`src/mpth_pkg.sv`:
```
package mpth_pkg;

  // field widths of the candidate and result items
  localparam int PT_W    = 16;
  localparam int ETA_W   = 12;
  localparam int STRAT_W = 4;
  localparam int CHI2_W  = 16;
  localparam int THR_W   = 16;
  localparam int CUT_W   = 16;

  // magnitudes need one more bit than the signed value
  localparam int APT_W  = PT_W + 1;
  localparam int AETA_W = ETA_W + 1;

  // configuration port
  localparam int CFG_IDX_W  = 3;
  localparam int CFG_DATA_W = 64;
  localparam int MODE_W     = 3;

  // defaults of the top level parameters
  localparam int NUM_BINS_DEF       = 4;
  localparam int NUM_STRATEGIES_DEF = 4;
  localparam int NUM_CUT_SETS_DEF   = 2;

  // register indexes on the configuration port
  typedef enum logic [CFG_IDX_W-1:0] {
    REG_MODE       = 3'd0,
    REG_EDGES0     = 3'd1,
    REG_THRESH0    = 3'd2,
    REG_EDGES1     = 3'd3,
    REG_THRESH1    = 3'd4,
    REG_STRAT_CUTS = 3'd5,
    REG_PIK_MAX_PT = 3'd6,
    REG_CHI2_MAX   = 3'd7
  } reg_idx_t;

  // mode register bits
  typedef struct packed {
    logic strat_en;
    logic pik_en;
    logic accept_all;
  } mode_t;

  // one candidate
  typedef struct packed {
    logic                      cut_set;
    logic signed [PT_W-1:0]    pt_signed;
    logic signed [ETA_W-1:0]   eta_value;
    logic [STRAT_W-1:0]        strategy_code;
    logic [CHI2_W-1:0]         track_chi2;
    logic                      has_candidate;
    logic                      has_standalone;
    logic                      has_id_track;
  } item_t;

  // one decision
  typedef struct packed {
    logic passed;
    logic std_cut_ok;
    logic pik_cut_ok;
    logic strategy_cut_ok;
  } res_t;

endpackage

```
`src/mpth_if.sv`:
```
// candidate channel
interface mpth_in_if;
  logic                                  valid;
  logic                                  ready;
  logic                                  cut_set;
  logic signed [mpth_pkg::PT_W-1:0]      pt_signed;
  logic signed [mpth_pkg::ETA_W-1:0]     eta_value;
  logic [mpth_pkg::STRAT_W-1:0]          strategy_code;
  logic [mpth_pkg::CHI2_W-1:0]           track_chi2;
  logic                                  has_candidate;
  logic                                  has_standalone;
  logic                                  has_id_track;

  modport source (
    output valid, cut_set, pt_signed, eta_value, strategy_code, track_chi2,
           has_candidate, has_standalone, has_id_track,
    input  ready
  );
  modport sink (
    input  valid, cut_set, pt_signed, eta_value, strategy_code, track_chi2,
           has_candidate, has_standalone, has_id_track,
    output ready
  );
endinterface

// decision channel
interface mpth_out_if;
  logic valid;
  logic ready;
  logic passed;
  logic std_cut_ok;
  logic pik_cut_ok;
  logic strategy_cut_ok;

  modport source (
    output valid, passed, std_cut_ok, pik_cut_ok, strategy_cut_ok,
    input  ready
  );
  modport sink (
    input  valid, passed, std_cut_ok, pik_cut_ok, strategy_cut_ok,
    output ready
  );
endinterface

// register write channel
interface mpth_cfg_if;
  logic                              valid;
  logic                              ready;
  logic [mpth_pkg::CFG_IDX_W-1:0]    index;
  logic [mpth_pkg::CFG_DATA_W-1:0]   data;

  modport source (output valid, index, data, input ready);
  modport sink (input valid, index, data, output ready);
endinterface

```
`src/muon_pt_hypothesis_cut_top.sv`:
```
// path: an accepted candidate passes the input register, then the decision register
// throughput: 1 candidate per cycle unless out_ch stalls, set by the input register
//   feeding the compare logic and decision register, each moving as the next frees
// reset: rst_n synchronous active low, clears both pipeline valids and all
//   configuration registers to zero
module muon_pt_hypothesis_cut_top #(
  parameter int NUM_BINS       = mpth_pkg::NUM_BINS_DEF,
  parameter int NUM_STRATEGIES = mpth_pkg::NUM_STRATEGIES_DEF,
  parameter int NUM_CUT_SETS   = mpth_pkg::NUM_CUT_SETS_DEF
) (
  input  logic         clk,
  input  logic         rst_n,
  mpth_in_if.sink      in_ch,
  mpth_out_if.source   out_ch,
  mpth_cfg_if.sink     cfg_ch
);

  mpth_pkg::mode_t                                          mode;
  logic [NUM_CUT_SETS-1:0][NUM_BINS:0][mpth_pkg::ETA_W-1:0]   edges;
  logic [NUM_CUT_SETS-1:0][NUM_BINS-1:0][mpth_pkg::THR_W-1:0] thresholds;
  logic [NUM_STRATEGIES-1:0][mpth_pkg::CUT_W-1:0]           strat_cuts;
  logic [mpth_pkg::PT_W-1:0]                                pik_max_pt;
  logic [mpth_pkg::CHI2_W-1:0]                              chi2_max;

  mpth_pkg::item_t in_item;
  mpth_pkg::item_t item_r;
  logic            item_vld_r, item_vld_nxt;
  mpth_pkg::res_t  res;
  mpth_pkg::res_t  res_r;
  logic            res_vld_r, res_vld_nxt;
  logic            res_take;
  logic            item_take;
  logic            in_take;

  // configuration registers
  mpth_cfg_regs #(
    .NUM_BINS       (NUM_BINS),
    .NUM_STRATEGIES (NUM_STRATEGIES),
    .NUM_CUT_SETS   (NUM_CUT_SETS)
  ) u_cfg (
    .clk        (clk),
    .rst_n      (rst_n),
    .cfg_ch     (cfg_ch),
    .mode       (mode),
    .edges      (edges),
    .thresholds (thresholds),
    .strat_cuts (strat_cuts),
    .pik_max_pt (pik_max_pt),
    .chi2_max   (chi2_max)
  );

  // pack the incoming candidate
  assign in_item = '{
    cut_set:        in_ch.cut_set,
    pt_signed:      in_ch.pt_signed,
    eta_value:      in_ch.eta_value,
    strategy_code:  in_ch.strategy_code,
    track_chi2:     in_ch.track_chi2,
    has_candidate:  in_ch.has_candidate,
    has_standalone: in_ch.has_standalone,
    has_id_track:   in_ch.has_id_track
  };

  // pipeline flow control, each stage moves when the next one frees up
  assign res_take    = !res_vld_r || out_ch.ready;
  assign item_take   = !item_vld_r || res_take;
  assign in_ch.ready = item_take;
  assign in_take     = in_ch.valid && item_take;

  assign item_vld_nxt = item_take ? in_ch.valid : item_vld_r;
  assign res_vld_nxt  = res_take ? item_vld_r : res_vld_r;

  // valid bits
  always_ff @(posedge clk) begin
    if (!rst_n) begin
      item_vld_r <= 1'b0;
      res_vld_r  <= 1'b0;
    end else begin
      item_vld_r <= item_vld_nxt;
      res_vld_r  <= res_vld_nxt;
    end
  end

  // payload registers
  always_ff @(posedge clk) begin
    if (in_take) begin
      item_r <= in_item;
    end
    if (res_take && item_vld_r) begin
      res_r <= res;
    end
  end

  // cut evaluation between the two registers
  mpth_eval #(
    .NUM_BINS       (NUM_BINS),
    .NUM_STRATEGIES (NUM_STRATEGIES),
    .NUM_CUT_SETS   (NUM_CUT_SETS)
  ) u_eval (
    .item       (item_r),
    .mode       (mode),
    .edges      (edges),
    .thresholds (thresholds),
    .strat_cuts (strat_cuts),
    .pik_max_pt (pik_max_pt),
    .chi2_max   (chi2_max),
    .res        (res)
  );

  assign out_ch.valid           = res_vld_r;
  assign out_ch.passed          = res_r.passed;
  assign out_ch.std_cut_ok      = res_r.std_cut_ok;
  assign out_ch.pik_cut_ok      = res_r.pik_cut_ok;
  assign out_ch.strategy_cut_ok = res_r.strategy_cut_ok;

  // decision is always the and of the three partial flags
  a_pass_is_and: assert property (@(posedge clk) disable iff (!rst_n)
    out_ch.valid |-> (out_ch.passed ==
      (out_ch.std_cut_ok && out_ch.pik_cut_ok && out_ch.strategy_cut_ok)))
    else $error("passed disagrees with partial flags");

  // a staged candidate moving forward shows up as a decision next cycle
  a_stage_moves: assert property (@(posedge clk) disable iff (!rst_n)
    (item_vld_r && res_take) |=> out_ch.valid)
    else $error("staged candidate lost");

  // both stages full and output stalled means no new transaction
  a_full_stall: assert property (@(posedge clk) disable iff (!rst_n)
    (item_vld_r && res_vld_r && !out_ch.ready) |-> !in_ch.ready)
    else $error("candidate accepted into a full pipeline");

  // no decision right after reset
  a_reset_empty: assert property (@(posedge clk)
    $past(!rst_n) |-> (!out_ch.valid && !item_vld_r))
    else $error("pipeline not empty after reset");

endmodule

```
`src/mpth_cfg_regs.sv`:
```
module mpth_cfg_regs #(
  parameter int NUM_BINS       = mpth_pkg::NUM_BINS_DEF,
  parameter int NUM_STRATEGIES = mpth_pkg::NUM_STRATEGIES_DEF,
  parameter int NUM_CUT_SETS   = mpth_pkg::NUM_CUT_SETS_DEF
) (
  input  logic                                                     clk,
  input  logic                                                     rst_n,
  mpth_cfg_if.sink                                                 cfg_ch,
  output mpth_pkg::mode_t                                          mode,
  output logic [NUM_CUT_SETS-1:0][NUM_BINS:0][mpth_pkg::ETA_W-1:0]  edges,
  output logic [NUM_CUT_SETS-1:0][NUM_BINS-1:0][mpth_pkg::THR_W-1:0] thresholds,
  output logic [NUM_STRATEGIES-1:0][mpth_pkg::CUT_W-1:0]           strat_cuts,
  output logic [mpth_pkg::PT_W-1:0]                                pik_max_pt,
  output logic [mpth_pkg::CHI2_W-1:0]                              chi2_max
);

  localparam int EDGE_W  = (NUM_BINS + 1) * mpth_pkg::ETA_W;
  localparam int THR_TW  = NUM_BINS * mpth_pkg::THR_W;
  localparam int CUTS_TW = NUM_STRATEGIES * mpth_pkg::CUT_W;

  mpth_pkg::mode_t                                          mode_r, mode_nxt;
  logic [NUM_CUT_SETS-1:0][NUM_BINS:0][mpth_pkg::ETA_W-1:0]   edges_r, edges_nxt;
  logic [NUM_CUT_SETS-1:0][NUM_BINS-1:0][mpth_pkg::THR_W-1:0] thr_r, thr_nxt;
  logic [NUM_STRATEGIES-1:0][mpth_pkg::CUT_W-1:0]           cuts_r, cuts_nxt;
  logic [mpth_pkg::PT_W-1:0]                                pik_r, pik_nxt;
  logic [mpth_pkg::CHI2_W-1:0]                              chi2_r, chi2_nxt;
  logic                                                     wr_en;

  // registers take a write in any cycle
  assign cfg_ch.ready = 1'b1;
  assign wr_en        = cfg_ch.valid;

  // register write decode
  always_comb begin
    mode_nxt  = mode_r;
    edges_nxt = edges_r;
    thr_nxt   = thr_r;
    cuts_nxt  = cuts_r;
    pik_nxt   = pik_r;
    chi2_nxt  = chi2_r;
    if (wr_en) begin
      case (mpth_pkg::reg_idx_t'(cfg_ch.index))
        mpth_pkg::REG_MODE: begin
          mode_nxt = mpth_pkg::mode_t'(cfg_ch.data[mpth_pkg::MODE_W-1:0]);
        end
        mpth_pkg::REG_EDGES0: begin
          edges_nxt[0] = cfg_ch.data[EDGE_W-1:0];
        end
        mpth_pkg::REG_THRESH0: begin
          thr_nxt[0] = cfg_ch.data[THR_TW-1:0];
        end
        mpth_pkg::REG_EDGES1: begin
          if (NUM_CUT_SETS > 1) begin
            edges_nxt[NUM_CUT_SETS-1] = cfg_ch.data[EDGE_W-1:0];
          end
        end
        mpth_pkg::REG_THRESH1: begin
          if (NUM_CUT_SETS > 1) begin
            thr_nxt[NUM_CUT_SETS-1] = cfg_ch.data[THR_TW-1:0];
          end
        end
        mpth_pkg::REG_STRAT_CUTS: begin
          cuts_nxt = cfg_ch.data[CUTS_TW-1:0];
        end
        mpth_pkg::REG_PIK_MAX_PT: begin
          pik_nxt = cfg_ch.data[mpth_pkg::PT_W-1:0];
        end
        mpth_pkg::REG_CHI2_MAX: begin
          chi2_nxt = cfg_ch.data[mpth_pkg::CHI2_W-1:0];
        end
        default: begin
          mode_nxt = mode_r;
        end
      endcase
    end
  end

  // register storage, all cleared by reset
  always_ff @(posedge clk) begin
    if (!rst_n) begin
      mode_r  <= '0;
      edges_r <= '0;
      thr_r   <= '0;
      cuts_r  <= '0;
      pik_r   <= '0;
      chi2_r  <= '0;
    end else begin
      mode_r  <= mode_nxt;
      edges_r <= edges_nxt;
      thr_r   <= thr_nxt;
      cuts_r  <= cuts_nxt;
      pik_r   <= pik_nxt;
      chi2_r  <= chi2_nxt;
    end
  end

  assign mode       = mode_r;
  assign edges      = edges_r;
  assign thresholds = thr_r;
  assign strat_cuts = cuts_r;
  assign pik_max_pt = pik_r;
  assign chi2_max   = chi2_r;

endmodule

```
`src/mpth_eval.sv`:
```
module mpth_eval #(
  parameter int NUM_BINS       = mpth_pkg::NUM_BINS_DEF,
  parameter int NUM_STRATEGIES = mpth_pkg::NUM_STRATEGIES_DEF,
  parameter int NUM_CUT_SETS   = mpth_pkg::NUM_CUT_SETS_DEF
) (
  input  mpth_pkg::item_t                                          item,
  input  mpth_pkg::mode_t                                          mode,
  input  logic [NUM_CUT_SETS-1:0][NUM_BINS:0][mpth_pkg::ETA_W-1:0]  edges,
  input  logic [NUM_CUT_SETS-1:0][NUM_BINS-1:0][mpth_pkg::THR_W-1:0] thresholds,
  input  logic [NUM_STRATEGIES-1:0][mpth_pkg::CUT_W-1:0]           strat_cuts,
  input  logic [mpth_pkg::PT_W-1:0]                                pik_max_pt,
  input  logic [mpth_pkg::CHI2_W-1:0]                              chi2_max,
  output mpth_pkg::res_t                                           res
);

  logic [NUM_BINS:0][mpth_pkg::ETA_W-1:0]   edge_sel;
  logic [NUM_BINS-1:0][mpth_pkg::THR_W-1:0] thr_row;
  logic                                     use_last_set;
  logic [mpth_pkg::APT_W-1:0]               pt_ext, apt;
  logic [mpth_pkg::ETA_W:0]                 eta_ext, eta_mag;
  logic [mpth_pkg::AETA_W-1:0]              aeta;
  logic [mpth_pkg::THR_W-1:0]               thr;
  logic [mpth_pkg::CUT_W-1:0]               cut;
  logic [mpth_pkg::APT_W-1:0]               cut_ext, acut;
  logic                                     strat_hit;
  logic                                     reject;
  logic                                     std_ok, pik_ok, sdp_ok;

  // cut set select, indexes past the last set fall back to it
  assign use_last_set = (NUM_CUT_SETS > 1) && item.cut_set;
  assign edge_sel     = use_last_set ? edges[NUM_CUT_SETS-1] : edges[0];
  assign thr_row      = use_last_set ? thresholds[NUM_CUT_SETS-1] : thresholds[0];

  // magnitudes of pt and eta
  assign pt_ext  = {item.pt_signed[mpth_pkg::PT_W-1], item.pt_signed};
  assign apt     = item.pt_signed[mpth_pkg::PT_W-1] ? (~pt_ext + 1'b1) : pt_ext;
  assign eta_ext = {item.eta_value[mpth_pkg::ETA_W-1], item.eta_value};
  assign eta_mag = item.eta_value[mpth_pkg::ETA_W-1] ? (~eta_ext + 1'b1) : eta_ext;
  assign aeta    = eta_mag[mpth_pkg::AETA_W-1:0];

  // eta bin lookup, strict edges, last matching bin wins
  always_comb begin
    thr = '0;
    for (int i = 0; i < NUM_BINS; i++) begin
      if ((aeta > {1'b0, edge_sel[i]}) && (aeta < {1'b0, edge_sel[i+1]})) begin
        thr = thr_row[i];
      end
    end
  end

  // strategy cut select
  always_comb begin
    cut       = '0;
    strat_hit = 1'b0;
    for (int s = 0; s < NUM_STRATEGIES; s++) begin
      if (item.strategy_code == mpth_pkg::STRAT_W'(s + 1)) begin
        cut       = strat_cuts[s];
        strat_hit = 1'b1;
      end
    end
  end

  assign cut_ext = {cut[mpth_pkg::CUT_W-1], cut};
  assign acut    = cut[mpth_pkg::CUT_W-1] ? (~cut_ext + 1'b1) : cut_ext;

  // partial cuts
  always_comb begin
    pik_ok = 1'b1;
    if (mode.pik_en && (apt < {1'b0, pik_max_pt}) && (item.track_chi2 > chi2_max)) begin
      pik_ok = 1'b0;
    end
    std_ok = apt > {1'b0, thr};
    sdp_ok = 1'b1;
    if (mode.strat_en && strat_hit) begin
      if (apt <= acut) begin
        sdp_ok = 1'b0;
      end
      // negative strategy cut turns the standard cut off
      if (cut[mpth_pkg::CUT_W-1]) begin
        std_ok = 1'b1;
      end
    end
  end

  assign reject = !item.has_candidate || (item.pt_signed == '0) ||
                  !item.has_standalone || !item.has_id_track;

  // final decision with accept-all and reject overrides
  always_comb begin
    if (mode.accept_all) begin
      res = '{passed: 1'b1, std_cut_ok: 1'b1, pik_cut_ok: 1'b1, strategy_cut_ok: 1'b1};
    end else if (reject) begin
      res = '0;
    end else begin
      res.passed          = std_ok && pik_ok && sdp_ok;
      res.std_cut_ok      = std_ok;
      res.pik_cut_ok      = pik_ok;
      res.strategy_cut_ok = sdp_ok;
    end
  end

endmodule
```
`src/flat_wrapper.sv`:
```
// flat-port wrapper written by rule: the top's interface ports become plain ports
module muon_pt_hypothesis_cut_top_flat 
#(
  parameter int NUM_BINS       = mpth_pkg::NUM_BINS_DEF,
  parameter int NUM_STRATEGIES = mpth_pkg::NUM_STRATEGIES_DEF,
  parameter int NUM_CUT_SETS   = mpth_pkg::NUM_CUT_SETS_DEF
)
  (clk, rst_n, in_ch_valid, in_ch_cut_set, in_ch_pt_signed, in_ch_eta_value, in_ch_strategy_code, in_ch_track_chi2, in_ch_has_candidate, in_ch_has_standalone, in_ch_has_id_track, in_ch_ready, out_ch_valid, out_ch_passed, out_ch_std_cut_ok, out_ch_pik_cut_ok, out_ch_strategy_cut_ok, out_ch_ready, cfg_ch_valid, cfg_ch_index, cfg_ch_data, cfg_ch_ready);
  mpth_in_if in_ch_i ();
  mpth_out_if out_ch_i ();
  mpth_cfg_if cfg_ch_i ();
  input  logic clk;
  input  logic rst_n;
  input wire logic [$bits(in_ch_i.valid)-1:0] in_ch_valid;
  input wire logic [$bits(in_ch_i.cut_set)-1:0] in_ch_cut_set;
  input wire logic [$bits(in_ch_i.pt_signed)-1:0] in_ch_pt_signed;
  input wire logic [$bits(in_ch_i.eta_value)-1:0] in_ch_eta_value;
  input wire logic [$bits(in_ch_i.strategy_code)-1:0] in_ch_strategy_code;
  input wire logic [$bits(in_ch_i.track_chi2)-1:0] in_ch_track_chi2;
  input wire logic [$bits(in_ch_i.has_candidate)-1:0] in_ch_has_candidate;
  input wire logic [$bits(in_ch_i.has_standalone)-1:0] in_ch_has_standalone;
  input wire logic [$bits(in_ch_i.has_id_track)-1:0] in_ch_has_id_track;
  output wire logic [$bits(in_ch_i.ready)-1:0] in_ch_ready;
  output wire logic [$bits(out_ch_i.valid)-1:0] out_ch_valid;
  output wire logic [$bits(out_ch_i.passed)-1:0] out_ch_passed;
  output wire logic [$bits(out_ch_i.std_cut_ok)-1:0] out_ch_std_cut_ok;
  output wire logic [$bits(out_ch_i.pik_cut_ok)-1:0] out_ch_pik_cut_ok;
  output wire logic [$bits(out_ch_i.strategy_cut_ok)-1:0] out_ch_strategy_cut_ok;
  input wire logic [$bits(out_ch_i.ready)-1:0] out_ch_ready;
  input wire logic [$bits(cfg_ch_i.valid)-1:0] cfg_ch_valid;
  input wire logic [$bits(cfg_ch_i.index)-1:0] cfg_ch_index;
  input wire logic [$bits(cfg_ch_i.data)-1:0] cfg_ch_data;
  output wire logic [$bits(cfg_ch_i.ready)-1:0] cfg_ch_ready;
  assign in_ch_i.valid = in_ch_valid;
  assign in_ch_i.cut_set = in_ch_cut_set;
  assign in_ch_i.pt_signed = in_ch_pt_signed;
  assign in_ch_i.eta_value = in_ch_eta_value;
  assign in_ch_i.strategy_code = in_ch_strategy_code;
  assign in_ch_i.track_chi2 = in_ch_track_chi2;
  assign in_ch_i.has_candidate = in_ch_has_candidate;
  assign in_ch_i.has_standalone = in_ch_has_standalone;
  assign in_ch_i.has_id_track = in_ch_has_id_track;
  assign in_ch_ready = in_ch_i.ready;
  assign out_ch_valid = out_ch_i.valid;
  assign out_ch_passed = out_ch_i.passed;
  assign out_ch_std_cut_ok = out_ch_i.std_cut_ok;
  assign out_ch_pik_cut_ok = out_ch_i.pik_cut_ok;
  assign out_ch_strategy_cut_ok = out_ch_i.strategy_cut_ok;
  assign out_ch_i.ready = out_ch_ready;
  assign cfg_ch_i.valid = cfg_ch_valid;
  assign cfg_ch_i.index = cfg_ch_index;
  assign cfg_ch_i.data = cfg_ch_data;
  assign cfg_ch_ready = cfg_ch_i.ready;
  muon_pt_hypothesis_cut_top #(.NUM_BINS(NUM_BINS), .NUM_STRATEGIES(NUM_STRATEGIES), .NUM_CUT_SETS(NUM_CUT_SETS)) u_core (.clk(clk), .rst_n(rst_n), .in_ch(in_ch_i), .out_ch(out_ch_i), .cfg_ch(cfg_ch_i));
endmodule
```
`config.mk`:
```
export PLATFORM = sky130hd
export DESIGN_NAME = muon_pt_hypothesis_cut_top_flat
export DESIGN_NICKNAME = d
export VERILOG_FILES = /design/src/mpth_pkg.sv /design/src/mpth_if.sv /design/src/muon_pt_hypothesis_cut_top.sv /design/src/mpth_cfg_regs.sv /design/src/mpth_eval.sv /design/src/flat_wrapper.sv
export SDC_FILE = /design/constraint.sdc
export NUM_CORES = 1
export LEC_CHECK = 0
export BUFFER_PORTS_ARGS = -buffer_cell sky130_fd_sc_hd__buf_2
export CAP_MARGIN = 15
export CORE_ASPECT_RATIO = 1.1
export CORE_MARGIN = 5
export CORE_UTILIZATION = 40
export CTS_CLUSTER_SIZE = 8
export DETAILED_ROUTE_END_ITERATION = 8
export SLEW_MARGIN = 25
export SYNTH_ARGS = -nofsm -noshare
export SYNTH_HDL_FRONTEND = slang
export SYNTH_HIERARCHICAL = 1
export SYNTH_SLANG_ARGS = --single-unit
```
`constraint.sdc`:
```
create_clock -name clk -period 16.15 [get_ports clk]
set_input_delay 0.8075 -clock clk [delete_from_list [all_inputs] [get_ports clk]]
set_output_delay 0.8075 -clock clk [all_outputs]
set_load 0.01 [all_outputs]
```
# Word level (Yosys, flattened, before mapping)
# Cells that the tools add are included.
[word_totals]
ff_bits = 405
in_bits = 124
output_inout_bits = 7
[op_classes]
add_sub_neg = 3
order_cmp = 12
n_eq_ne = 11
muxes = 23
bitwise = 3
n_reduce_logical = 31
[ops]
columns = ["op", "count"]
rows = [
  ["2-to-1 mux 16 bit", 8],
  ["2-to-1 mux 64 bit", 1],
  ["2-to-1 mux 60 bit", 1],
  ["greater-than comparator 13 x 12 -> 1 bit", 4],
  ["< comparator 13 x 12 -> 1 bit", 4],
  ["adder 17 x 1 -> 17 bit, second input constant", 2],
  ["2-to-1 mux 17 bit", 2],
  ["NOT 17 bit", 2],
  ["greater-than comparator 17 x 16 -> 1 bit", 1],
  ["<= comparator 17 bit", 1],
  ["< comparator 17 x 16 -> 1 bit", 1],
  ["greater-than comparator 16 bit", 1],
  ["zero test 16 bit", 1],
  ["AND reduction 2 bit", 8],
  ["adder 13 x 1 -> 13 bit, second input constant", 1],
  ["2-to-1 mux 13 bit", 1],
  ["NOT 13 bit", 1],
  ["== test 3 bit, second input constant", 4],
  ["logical AND 1 bit", 11],
  ["2-to-1 mux 1 bit", 9],
  ["== test 4 x 2 -> 1 bit, second input constant", 2],
  ["== test 3 x 2 -> 1 bit, second input constant", 2],
  ["zero test 1 bit", 5],
  ["logical OR 1 bit", 5],
  ["other kinds (5)", 5],
]

# Logic depth before layout (Yosys ltp)
[depth]
ltp_word = 15
ltp_mapped = 24

# By module
# The synthesis kept the hierarchy.
[by_module_without_submodules]
columns = ["mod", "instances", "cells_each", "area_each_um2"]
rows = [
  ["mpth_cfg_regs", 1, 1199, 12544.5],
  ["mpth_eval", 1, 806, 6337.3],
  ["muon_pt_hypothesis_cut_top", 1, 65, 1785.5],
]

# Least setup slack after synthesis
# No wires, ideal clock.
[synth_path]
path_type = "reg-to-reg"
from = "register u_core/item_r[51] (netlist name)"
to = "register u_core.res_r, in the netlist u_core/out_ch.passed, data pin"
setup_ns = 0.256
arrival_ns = 5.268
setup_slack_ns = 10.626
path_stages_with_launch = 23
synth_period_minus_slack_ns = 5.524
path_cell_list = "edfxtp_1 > buf_2 > buf_1 > clkbuf_1 > buf_2 > buf_2 > mux2i_1 > ha_1 > a21oi_1 > o211ai_1 > nor3b_1 > a2111oi_1 > a31oi_1 > or4_1 > a31o_2 > ha_1 > a21o_1 > a21oi_1 > o21ai_0 > a21o_1 > a2111oi_0 > o21ai_1 > o211a_1"
[synth_via]
elab_chain_len = 13
[synth_rtl]
columns = ["element", "line_no", "source"]
rows = [
  ["from (decl)", "muon_pt_hypothesis_cut_top.sv:26", "mpth_pkg::item_t item_r;"],
  ["from (signal assigned)", "muon_pt_hypothesis_cut_top.sv:87", "item_r <= in_item;"],
  ["2-to-1 mux 60 bit", "mpth_eval.sv:31", "assign edge_sel = use_last_set ? edges[NUM_CUT_SETS-1] : edges[0];"],
  ["greater-than comparator 13 x 12 -> 1 bit or < comparator 13 x 12 -> 1 bit (tied branches)", "mpth_eval.sv:45", "if ((aeta > {1'b0, edge_sel[i]}) && (aeta < {1'b0, edge_sel[i+1]})) begin"],
  ["logical AND 1 bit", "mpth_eval.sv:45", ""],
  ["2-to-1 mux 16 bit (3 in series)", "mpth_eval.sv:45", ""],
  ["2-to-1 mux 16 bit (*)", "mpth_eval.sv:45", ""],
  ["greater-than comparator 17 x 16 -> 1 bit (*)", "mpth_eval.sv:72", "std_ok = apt > {1'b0, thr};"],
  ["2-to-1 mux 1 bit", "mpth_eval.sv:79", "if (cut[mpth_pkg::CUT_W-1]) begin"],
  ["2-to-1 mux 1 bit (*)", "mpth_eval.sv:74", "if (mode.strat_en && strat_hit) begin"],
  ["logical AND 1 bit (*) (2 in series)", "mpth_eval.sv:95", "res.passed = std_ok && pik_ok && sdp_ok;"],
  ["2-to-1 mux 4 bit (*)", "mpth_eval.sv:92", "end else if (reject) begin"],
  ["to (signal assigned)", "muon_pt_hypothesis_cut_top.sv:90", "res_r <= res;"],
  ["to (decl)", "muon_pt_hypothesis_cut_top.sv:29", "mpth_pkg::res_t res_r;"],
]
# Every way passes the cells marked *; elsewhere a longest branch is shown, timed or not.
# A chain may end at the register's enable or synchronous reset.

# Worst setup path in the final report
[layout_path]
from = "register u_core/item_r[23] (netlist name)"
to = "register u_core.res_r, in the netlist u_core/out_ch.passed, data pin"
[layout_via]
elab_chain_len = 15
[layout_rtl]
columns = ["element", "line_no", "source"]
rows = [
  ["NOT 13 bit", "mpth_eval.sv:38", "assign eta_mag = item.eta_value[mpth_pkg::ETA_W-1] ? (~eta_ext + 1'b1) : eta_ext;"],
  ["adder 13 x 1 -> 13 bit", "mpth_eval.sv:38", ""],
  ["2-to-1 mux 13 bit (*)", "mpth_eval.sv:38", ""],
  ["greater-than comparator 13 x 12 -> 1 bit or < comparator 13 x 12 -> 1 bit (tied branches)", "mpth_eval.sv:45", ""],
  ["logical AND 1 bit", "mpth_eval.sv:45", ""],
  ["2-to-1 mux 16 bit (3 in series)", "mpth_eval.sv:45", ""],
  ["2-to-1 mux 16 bit (*)", "mpth_eval.sv:45", ""],
  ["greater-than comparator 17 x 16 -> 1 bit (*)", "mpth_eval.sv:72", ""],
  ["2-to-1 mux 1 bit", "mpth_eval.sv:79", ""],
  ["2-to-1 mux 1 bit (*)", "mpth_eval.sv:74", ""],
  ["logical AND 1 bit (*) (2 in series)", "mpth_eval.sv:95", ""],
  ["2-to-1 mux 4 bit (*)", "mpth_eval.sv:92", ""],
]
# Marked as above.

==> run metrics <==
DRT iter0 DRCs=1,260; worst-path maximum fanout=16; Setup violations, final=0; DRC viols=0; reg-to-reg slack, setup=10,070 ps; Critical Path Start=u_core/item_r[23]; post-CTS sizing=0; final core utilization=45.36%; CP arrival=6430 ps; GRT Overall Usage=20.90%; Clock power frac=42.7%; EDFF count, synth=56; chip height=248.4 µm; most common cell after layout, fill and taps aside=mux2i_1; Pwr Total=2.471 mW; Static Leak=10.62 nW; P&R area growth vs syn=12.52%; yosys warns=6; layout cell share with drive strength beyond 1=13.36%; final std cells w/o fill=2,838; post-synth top area share=33.81%; Post-CTS Setup Repair Bufs=0; count of cell types in the netlist=78; Slew HR=34.47%; Ports=131; CTS Sinks=405; initial antenna violation count=0; crit share post-route=37.66%; hold_buf cts=0; Max-Cap Viols=0; Seq pwr share=43.4%; Combinational Power Share=13.9%; Max Clock Skew=16.81 ps; most frequent cells in the layout=mux2i_1 (442), nand2_1 (439), dfxtp_1 (349); mean post-synth cell area=9.984 µm²; internal power=1.813 mW; first-pass iteration count of the detailed router=5; vias in the first global route=15,690; critical path type=register to register; # H-tree levels=2; Antenna Cells=0; Die ar.=56,320 µm²; RSZ-0062 raised after global routing=no; Clock Latency Late Sink=590 ps; Required @ worst endpoint=16,500 ps; Clock Path Buffers=3; crit end category=register; Die Wd=226.7 µm; Max Fclk=164.4 MHz; Least-Margin Pin Slew=982.9 ps; ys async rst share=0%; Layout Nets=2,400; Post-synth top flop=dfxtp_1; maximum VDD drop=0.07432 mV; post-synthesis sequential area ratio=41.94%; Synth Register Bits=405; CP startpoint kind=register; final worst path period need=6082 ps; CTS tree=done; Syn Std Cell Area=20,670 µm²; Cells after Synth=2,070; RR Endpoint=u_core/out_ch.passed; vias per cell=5.460; grt ovf=0; largest net degree at the start of global routing=125; Final Hold Slack=387.6 ps; slowest CP cell=or4_1; row count=87; CP cell instances=inv_1, nand3_1, or4_1, o31ai_1, xnor2_1, ha_1, a21oi_1, o211ai_1, nor3b_1, a2111oi_1, a31oi_2, or4_1, a31o_2, ha_1, a21o_1, a21oi_1, o21ai_0, a21o_1, a2111oi_0, o21ai_1, o211a_1; syn_nets=2,317; Routed Antenna Nets=0; P_sw=657.5 µW; DR WL/cell=21.22 µm; status=finished, final reports clean; placed wire-length estimate=43,010 µm; hold crit path type=primary input to register; Hold Fails Final Rpt=0; first-pass GRT wire length=92,120 µm; Synth area leader=dfxtp_1; Initial Util=40.31%; GP Congestion=0.8804; total negative slack=0 ps; Worst Setup EP=u_core/out_ch.passed; Sw Ratio=26.61%; clk slew on worst S/H paths=60 ps; final max-slew violation count=0; r2r worst-path depth=21; IO buf count=129; vias=15,500; synth top area cells=dfxtp_1 (34%), mux2i_1 (21%), edfxtp_1 (8.1%), nand2_1 (8.0%), ha_1 (7.4%); routed wire length=60,220 µm; PD cells=106.2 nW/µm²; CTS Buf Count=56; FF-to-FF Start=u_core/item_r[23]; Largest stage delay, worst path=580 ps; root buffer cell=clkbuf_16; core area=51,270 µm²; Placed Instances=2,761
registers in the layout, indices dropped and copies added (netlist names), 3 cells and up:
register and cells:
u_core/item_r 52, u_core/u_cfg/chi2_max 16, u_core/u_cfg/edges 120, u_core/u_cfg/mode 3, u_core/u_cfg/pik_max_pt 16, u_core/u_cfg/strat_cuts 64
u_core/u_cfg/thresholds 128
kinds of logic (layout without fill, tap and decap cells):
family | Yosys count | count (layout) | share of synthesized area, %
AND/OR/NAND/NOR | 614 | 614 | 13.18
multiplexers | 484 | 484 | 23.71
flip-flops | 405 | 405 | 41.94
AO/OA/AOI/OAI | 230 | 230 | 7.840
buffers and inverters | 173 | 274 | 4.099
adder cells (fa/ha/maj) | 124 | 124 | 7.495
XOR/XNOR | 37 | 37 | 1.677
other | 3 | 3 | 0.05448
critical path, delay by kind of cell, from the launching register on:
| family | cells | cell delay (ps) |
|---|---|---|
| buffers and inverters | 1 | 260 |
| adders and majority gates | 2 | 540 |
| AOI/OAI and AO/OA | 13 | 2980 |
| xor gates and xnor gates | 1 | 350 |
| and+or+nand+nor | 4 | 1290 |
| DFF | 1 | 410 |
power groups by stage:
stage               clock network (mW)  logic (mW)  registers (mW)
floorplan                            0       0.230            1.08
global placement                     0       0.331            1.09
detailed placement                   0       0.339            1.09
CTS                               1.08       0.341            1.07
global route                      1.13       0.379            1.07
finish                            1.06       0.344            1.07
per-stage QoR:
step,setup slack (ps),area (µm²)
5_1_grt,9543,23250
2_1_floorplan,10630,20670
4_1_cts,10130,23230
3_5_place_dp,10140,21720
3_3_place_gp,10280,21700
6_report,10070,23250
cells in the mapped netlist, types with 5 or more instances:
cell       number
a211oi_1        9
nor3_1         14
a22oi_1        10
a21oi_1        30
o21a_1         13
o2111ai_1      16
o21ai_0        40
a22o_1          6
buf_2          26
nor2b_1        13
buf_4          30
mux2_2         41
buf_1           7
nand2b_1        8
clkbuf_1       56
dfxtp_1       349
or4_1          21
o22a_1          8
a31o_2         15
nand3_1        18
ha_1          123
nand2_1       439
nand4_1        14
a31oi_1         5
a21o_1         18
mux2i_1       442
o22ai_1        18
and4_1          5
inv_1          47
edfxtp_1       56
xnor2_1        31
nor2_1         47
buf_6           7
o31ai_1         8
worst min path at each step:
stage / endpoint / slack, ps / start / cells after the start
2_1_floorplan: u_core/u_cfg/mode[1] / 430 / u_core/u_cfg/mode[1] / 2
3_3_place_gp: u_core/u_cfg/mode[1] / 440 / u_core/u_cfg/mode[1] / 2
3_5_place_dp: u_core/u_cfg/mode[1] / 450 / u_core/u_cfg/mode[1] / 2
4_1_cts: u_core/item_r[22] / 350 / in_ch_strategy_code[3] / 1
5_1_grt: u_core/item_r[32] / 370 / in_ch_eta_value[9] / 1
6_report: u_core/item_r[22] / 390 / in_ch_strategy_code[3] / 1
layout make-up:
type                       instances  area (µm²)
tap                              667       834.6
clock inverter                     1       20.02
fill                            4841       28020
clock buffer                      75        1494
multi-input combinational       1492       11210
inverter                          47       176.4
sequential                       405        8668
timing repair buffer             151       853.3
metal layers:
metal  share of wire (%)  track usage (%)  up-vias
met3                 5.9            3.951      121
met4                 4.7            9.283        0
li1                    -                -     7484
met1                  43            27.26     7457
met5                   0                0        -
met2                  46            33.64      433
Power figures use the tool's default switching activity.
